File: src/rtl/scpb_pkg.sv
// Package with types, codes and helpers for the sound CPU port bridge.
`timescale 1ns / 1ps
package scpb_pkg;

  localparam logic [1:0] OP_PORT_WR = 2'd0;
  localparam logic [1:0] OP_PORT_RD = 2'd1;
  localparam logic [1:0] OP_CMD_WR  = 2'd2;
  localparam logic [1:0] OP_NOP     = 2'd3;

  localparam logic [4:0] OFF_DIR_ONE  = 5'd0;
  localparam logic [4:0] OFF_DIR_TWO  = 5'd1;
  localparam logic [4:0] OFF_PORT_ONE = 5'd2;
  localparam logic [4:0] OFF_PORT_TWO = 5'd3;

  localparam int STROBE_BIT  = 0;
  localparam int ADDR_BIT    = 2;
  localparam int CHIP0_BIT   = 3;
  localparam int CHIP1_BIT   = 4;
  localparam int CMD_IRQ_BIT = 7;

  typedef struct packed {
    logic [1:0] op;
    logic [4:0] reg_offset;
    logic [7:0] write_data;
    logic [7:0] chip0_port_in;
    logic [7:0] chip1_port_in;
  } in_item_t;

  typedef struct packed {
    logic [7:0] read_data;
    logic       chip_write;
    logic       chip_select;
    logic       chip_is_address;
    logic [7:0] chip_bus_data;
    logic       latch_write;
    logic [6:0] latch_data;
    logic       irq_request;
  } out_item_t;

  function automatic logic [7:0] merge_bits(input logic [7:0] old_val,
                                            input logic [7:0] new_val,
                                            input logic [7:0] dir);
    merge_bits = (old_val & ~dir) | (new_val & dir);
  endfunction

endpackage

File: src/rtl/scpb_if.sv
// Handshake channel interfaces for the sound CPU port bridge.
`timescale 1ns / 1ps
interface scpb_in_if;
  logic       valid;
  logic       ready;
  logic [1:0] op;
  logic [4:0] reg_offset;
  logic [7:0] write_data;
  logic [7:0] chip0_port_in;
  logic [7:0] chip1_port_in;

  modport source (output valid, output op, output reg_offset, output write_data,
                  output chip0_port_in, output chip1_port_in, input ready);
  modport sink (input valid, input op, input reg_offset, input write_data,
                input chip0_port_in, input chip1_port_in, output ready);
endinterface

interface scpb_out_if;
  logic       valid;
  logic       ready;
  logic [7:0] read_data;
  logic       chip_write;
  logic       chip_select;
  logic       chip_is_address;
  logic [7:0] chip_bus_data;
  logic       latch_write;
  logic [6:0] latch_data;
  logic       irq_request;

  modport source (output valid, output read_data, output chip_write,
                  output chip_select, output chip_is_address, output chip_bus_data,
                  output latch_write, output latch_data, output irq_request,
                  input ready);
  modport sink (input valid, input read_data, input chip_write,
                input chip_select, input chip_is_address, input chip_bus_data,
                input latch_write, input latch_data, input irq_request,
                output ready);
endinterface

File: src/rtl/sound_cpu_port_psg_bridge_top.sv
// Sound CPU port bridge: two I/O ports with direction registers driving two sound chips.
// Each beat on in_ch is one CPU bus access and yields exactly one beat on out_ch.
// A new beat is taken every cycle while out_ch is not stalled; the input register and
// the result register are the only pipeline stages, in that order, and the port and
// direction registers are updated as each beat passes from one to the other.
`timescale 1ns / 1ps
module sound_cpu_port_psg_bridge_top (
  input logic       clk,
  input logic       rst_n,
  scpb_in_if.sink   in_ch,
  scpb_out_if.source out_ch
);
  import scpb_pkg::*;

  logic       in_v_r;
  in_item_t   in_r;
  logic       out_v_r;
  out_item_t  out_r;
  out_item_t  out_nxt;
  logic [7:0] port_one_r, port_one_nxt;
  logic [7:0] port_two_r, port_two_nxt;
  logic [7:0] dir_one_r, dir_one_nxt;
  logic [7:0] dir_two_r, dir_two_nxt;
  logic       advance;
  logic       proc;

  assign advance     = !out_v_r || out_ch.ready;
  assign proc        = in_v_r && advance;
  assign in_ch.ready = !in_v_r || advance;

  always_comb begin
    logic [7:0] p2_new;
    logic       strobe_fall;
    out_nxt      = '0;
    port_one_nxt = port_one_r;
    port_two_nxt = port_two_r;
    dir_one_nxt  = dir_one_r;
    dir_two_nxt  = dir_two_r;
    p2_new       = merge_bits(port_two_r, in_r.write_data, dir_two_r);
    strobe_fall  = port_two_r[STROBE_BIT] && !p2_new[STROBE_BIT];
    unique case (in_r.op)
      OP_PORT_WR: begin
        unique case (in_r.reg_offset)
          OFF_DIR_ONE:  dir_one_nxt = in_r.write_data;
          OFF_DIR_TWO:  dir_two_nxt = in_r.write_data;
          OFF_PORT_ONE: port_one_nxt = merge_bits(port_one_r, in_r.write_data, dir_one_r);
          OFF_PORT_TWO: begin
            port_two_nxt = p2_new;
            if (strobe_fall && (port_two_r[CHIP1_BIT] || port_two_r[CHIP0_BIT])) begin
              out_nxt.chip_write      = 1'b1;
              out_nxt.chip_select     = port_two_r[CHIP1_BIT];
              out_nxt.chip_is_address = port_two_r[ADDR_BIT];
              out_nxt.chip_bus_data   = port_one_r;
            end
          end
          default: ;
        endcase
      end
      OP_PORT_RD: begin
        unique case (in_r.reg_offset)
          OFF_DIR_ONE: out_nxt.read_data = dir_one_r;
          OFF_DIR_TWO: out_nxt.read_data = dir_two_r;
          OFF_PORT_ONE: begin
            priority if (port_two_r[CHIP1_BIT]) begin
              out_nxt.read_data = merge_bits(in_r.chip1_port_in, port_one_r, dir_one_r);
            end else if (port_two_r[CHIP0_BIT]) begin
              out_nxt.read_data = merge_bits(in_r.chip0_port_in, port_one_r, dir_one_r);
            end else begin
              out_nxt.read_data = '0;
            end
          end
          default: ;
        endcase
      end
      OP_CMD_WR: begin
        if (in_r.write_data[CMD_IRQ_BIT]) begin
          out_nxt.irq_request = 1'b1;
        end else begin
          out_nxt.latch_write = 1'b1;
          out_nxt.latch_data  = in_r.write_data[6:0];
        end
      end
      OP_NOP: ;
      default: ;
    endcase
  end

  always_ff @(posedge clk) begin
    if (!rst_n) begin
      in_v_r     <= 1'b0;
      out_v_r    <= 1'b0;
      port_one_r <= '0;
      port_two_r <= '0;
      dir_one_r  <= '0;
      dir_two_r  <= '0;
    end else begin
      if (in_ch.ready) begin
        in_v_r <= in_ch.valid;
      end
      if (advance) begin
        out_v_r <= in_v_r;
      end
      if (proc) begin
        port_one_r <= port_one_nxt;
        port_two_r <= port_two_nxt;
        dir_one_r  <= dir_one_nxt;
        dir_two_r  <= dir_two_nxt;
      end
    end
  end

  always_ff @(posedge clk) begin
    if (in_ch.valid && in_ch.ready) begin
      in_r.op            <= in_ch.op;
      in_r.reg_offset    <= in_ch.reg_offset;
      in_r.write_data    <= in_ch.write_data;
      in_r.chip0_port_in <= in_ch.chip0_port_in;
      in_r.chip1_port_in <= in_ch.chip1_port_in;
    end
    if (proc) begin
      out_r <= out_nxt;
    end
  end

  assign out_ch.valid           = out_v_r;
  assign out_ch.read_data       = out_r.read_data;
  assign out_ch.chip_write      = out_r.chip_write;
  assign out_ch.chip_select     = out_r.chip_select;
  assign out_ch.chip_is_address = out_r.chip_is_address;
  assign out_ch.chip_bus_data   = out_r.chip_bus_data;
  assign out_ch.latch_write     = out_r.latch_write;
  assign out_ch.latch_data      = out_r.latch_data;
  assign out_ch.irq_request     = out_r.irq_request;

endmodule
File: src/flat_wrapper.sv
// flat-port wrapper written by rule: the top's interface ports become plain ports
module sound_cpu_port_psg_bridge_top_flat import scpb_pkg::*;
  (clk, rst_n, in_ch_valid, in_ch_op, in_ch_reg_offset, in_ch_write_data, in_ch_chip0_port_in, in_ch_chip1_port_in, in_ch_ready, out_ch_valid, out_ch_read_data, out_ch_chip_write, out_ch_chip_select, out_ch_chip_is_address, out_ch_chip_bus_data, out_ch_latch_write, out_ch_latch_data, out_ch_irq_request, out_ch_ready);
  scpb_in_if in_ch_i ();
  scpb_out_if out_ch_i ();
  input logic clk;
  input logic rst_n;
  input wire logic [$bits(in_ch_i.valid)-1:0] in_ch_valid;
  input wire logic [$bits(in_ch_i.op)-1:0] in_ch_op;
  input wire logic [$bits(in_ch_i.reg_offset)-1:0] in_ch_reg_offset;
  input wire logic [$bits(in_ch_i.write_data)-1:0] in_ch_write_data;
  input wire logic [$bits(in_ch_i.chip0_port_in)-1:0] in_ch_chip0_port_in;
  input wire logic [$bits(in_ch_i.chip1_port_in)-1:0] in_ch_chip1_port_in;
  output wire logic [$bits(in_ch_i.ready)-1:0] in_ch_ready;
  output wire logic [$bits(out_ch_i.valid)-1:0] out_ch_valid;
  output wire logic [$bits(out_ch_i.read_data)-1:0] out_ch_read_data;
  output wire logic [$bits(out_ch_i.chip_write)-1:0] out_ch_chip_write;
  output wire logic [$bits(out_ch_i.chip_select)-1:0] out_ch_chip_select;
  output wire logic [$bits(out_ch_i.chip_is_address)-1:0] out_ch_chip_is_address;
  output wire logic [$bits(out_ch_i.chip_bus_data)-1:0] out_ch_chip_bus_data;
  output wire logic [$bits(out_ch_i.latch_write)-1:0] out_ch_latch_write;
  output wire logic [$bits(out_ch_i.latch_data)-1:0] out_ch_latch_data;
  output wire logic [$bits(out_ch_i.irq_request)-1:0] out_ch_irq_request;
  input wire logic [$bits(out_ch_i.ready)-1:0] out_ch_ready;
  assign in_ch_i.valid = in_ch_valid;
  assign in_ch_i.op = in_ch_op;
  assign in_ch_i.reg_offset = in_ch_reg_offset;
  assign in_ch_i.write_data = in_ch_write_data;
  assign in_ch_i.chip0_port_in = in_ch_chip0_port_in;
  assign in_ch_i.chip1_port_in = in_ch_chip1_port_in;
  assign in_ch_ready = in_ch_i.ready;
  assign out_ch_valid = out_ch_i.valid;
  assign out_ch_read_data = out_ch_i.read_data;
  assign out_ch_chip_write = out_ch_i.chip_write;
  assign out_ch_chip_select = out_ch_i.chip_select;
  assign out_ch_chip_is_address = out_ch_i.chip_is_address;
  assign out_ch_chip_bus_data = out_ch_i.chip_bus_data;
  assign out_ch_latch_write = out_ch_i.latch_write;
  assign out_ch_latch_data = out_ch_i.latch_data;
  assign out_ch_irq_request = out_ch_i.irq_request;
  assign out_ch_i.ready = out_ch_ready;
  sound_cpu_port_psg_bridge_top u_core (.clk(clk), .rst_n(rst_n), .in_ch(in_ch_i), .out_ch(out_ch_i));
endmodule
File: config.mk
export PLATFORM = sky130hd
export DESIGN_NAME = sound_cpu_port_psg_bridge_top_flat
export DESIGN_NICKNAME = d
export VERILOG_FILES = /design/src/rtl/scpb_pkg.sv /design/src/rtl/scpb_if.sv /design/src/rtl/sound_cpu_port_psg_bridge_top.sv /design/src/flat_wrapper.sv
export SDC_FILE = /design/constraint.sdc
export NUM_CORES = 1
export LEC_CHECK = 0
export BUFFER_PORTS_ARGS = -buffer_cell sky130_fd_sc_hd__buf_4
export CORE_MARGIN = 2
export CORE_UTILIZATION = 50
export DETAILED_ROUTE_END_ITERATION = 16
export PLACE_DENSITY = 0.83
export SLEW_MARGIN = 10
export SYNTH_ARGS = -nofsm -noshare
export SYNTH_HDL_FRONTEND = slang
export SYNTH_SLANG_ARGS = --single-unit
File: constraint.sdc
create_clock -name clk -period 2.5 [get_ports clk]
set_clock_uncertainty 0.15 [all_clocks]
set_input_delay 0.25 -clock clk [delete_from_list [all_inputs] [get_ports clk]]
set_output_delay 0.25 -clock clk [all_outputs]
set_load 0.01 [all_outputs]
==> results.md <==
* Sink Count at 89
* Largest stage delay, worst path at 660 ps
* Sequential cell area fraction in the yosys report at 0.697
* Final Hold Viols at 0
* Synthesis-to-finish area growth at 32.0%
* Std cell rows at 30
* Max-cap viol count at 0
* Worst min path class: in2reg
* Num CTS Buffers at 9
* # hold bufs at CTS at 32
* Most area-hungry cell type in the Yosys netlist: edfxtp_1
* Iteration-0 DRC Markers at 205
* Worst-path cell chain: nor4b_4, o21ai_2, or4b_1, o21ai_1
* Setup_tns at 0 ps
* Root buf cell: clkbuf_8
* Netlist cell types at 30
* # diodes at 0
* Post-synth EDFFs at 59
* Layout cells sized above 1 at 0.241
* CP max-delay cell: or4b_1
* Worst skew pair latency at 340 ps
* Die W at 86.5 um
* Fin nets at 400
* Syn_area_per_cell at 12.8 sq um
* Starting Density at 0.510
* First-pass GRT wire length at 11,100 um
* Post-Synthesis Cells at 265
* H-Tree Level Count at 3
* PD cells at 639 nW/um^2
* DR vias/cell at 5.27
* Final Wtd Congestion at 0.803
* WL/cell at 15.1 um
* TritonCTS clock tree: yes
* Status: completed
* Initial antenna violation count at 0
* Total GRT Usage at 0.197
* Net Count, Synth at 300
* Reg clk slew, reported paths at 80 ps
* Asr flop ratio synth at 0
* WS Path Type: reg2reg
* Critical Path AT at 2130 ps
* Die height at 86.5 um
* Nature of the critical path endpoint: flop
* Core ar. at 6680 sq um
* Fin Hold WS at 64.7 ps
* Max Slew Vio Count at 0
* Cell Area, Synth at 3400 sq um
* Drt pass-1 iters at 5
* Worst Tran Pin Value at 540 ps
* Fmax at 477 MHz
* Leakage power at 1.70 nW
* Top delay family on crit path: simple AND/OR/NAND/NOR gates
* Worst VDD drop at 0.518 mV
* Post-cts sizing count at 0
* Ys Warns at 0
* Fin crit period at 2100 ps
* Area share of the largest cell type after synthesis at 0.520
* Largest net degree at the start of global routing at 35
* CP required at 2540 ps
* Top cells by count, synth: edfxtp_1, dfxtp_1, nand2_1, and2_1
* Crit-path max FO at 8
* DRT Wirelength at 6800 um
* Critical Path Source Type: flop
* # Post-CTS Setup Buffers at 0
* Overall power at 2.87 mW
* Endpoints failing setup at 0
* Register-to-register setup slack at 400 ps
* Clock Path Buffers at 2
* Number of global-route vias before repair at 2,310
* GR Overflow Total at 0
* Post-DRT Antenna Nets at 0
* Max transition margin at 0.637
* CP bufs+invs at 0
* Die area at 7480 sq um
* HPWL after detailed placement at 4260 um
* Area contributors post-synth: edfxtp_1, dfxtp_1, mux2i_1
* Unrepaired setup endpoints after global routing: false
* Routed via count at 2,372
* Most common cell in the netlist: edfxtp_1
* Ys flop type: edfxtp_1
* Seq cells post-synth at 89
* Port Buffer Count at 64
* DRC errors left at 0
* Fin crit share at 0.839
* Ports at 65
-- power breakdown --
part | internal [mW] | total [mW] | switching [mW]
logic | 0.111 | 0.197 | 0.0862
registers | 1.62 | 1.65 | 0.0257
clock network | 0.553 | 1.03 | 0.475
-- metrics by stage --
step	util	setup WS (ps)	area, sq um	instances
global placement	0.593	527	3970	402
floorplan	-	554	3400	265
detailed placement	0.593	434	3970	402
CTS	0.673	418	4490	450
finish	0.673	403	4490	450
global route	0.673	305	4490	450
-- worst paths after layout --
check             startpoint                    endpoint  cells after the start
min reg2reg             flop                        flop                      2
max reg2reg  u_core.in_r[27]  u_core.out_ch.read_data[2]                      4
max          u_core.in_r[27]  u_core.out_ch.read_data[2]                      4
min             out_ch_ready         u_core.out_ch.valid                      4
-- worst reg2reg max path, delay by kind of cell, from the launching register on --
kind | cells | cell delay, ps
compound gates | 2 | 310
flops | 1 | 450
simple gates | 2 | 1040
-- cells in the final DEF (no fill, tap or decap), types with 2 or more instances in the layout --
cell,synthesis,routed
inv_1,4,4
edfxtp_1,59,59
a21oi_1,12,12
nand2_1,27,27
and4_2,2,2
o21ai_0,19,19
a22oi_1,8,8
and4bb_2,2,2
nor3b_1,2,2
nand3_1,19,19
nand4_1,3,3
o21ai_1,8,8
bufinv_16,0,2
and2_1,20,20
nor2_1,11,11
buf_4,0,70
clkinv_1,0,3
mux2i_1,17,17
dlygate4sd3_1,0,32
dfxtp_1,30,30
clkbuf_8,0,9
-- cell families (layout without fill, tap and decap cells) --
logic type	after synthesis	in the layout	synth area share
AO/OA/AOI/OAI	48	48	0.0775
buffers and inverters	17	122	0.0235
flip-flops	89	89	0.697
multiplexers	17	17	0.0500
AND/OR/NAND/NOR	94	94	0.152
-- metal layers --
layer  track usage  wire [um]  vias to the layer above
li1              -          -                     1166
met1         0.255       2910                     1112
met2         0.323       3350                       81
met3        0.0305        376                       13
met4         0.101        158                        0
met5             0          0                        -
-- final cells by class --
cell class / count / area (sq um)
multi-input cells: 159 / 952
clock buffers: 9 / 124
repair buffers: 102 / 846
well taps: 80 / 100
fillers: 510 / 2190
clock inverters: 7 / 85.1
inverters: 4 / 15.0
flip-flops and latches: 89 / 2370
No activity file was read; power rests on OpenSTA's default activity.
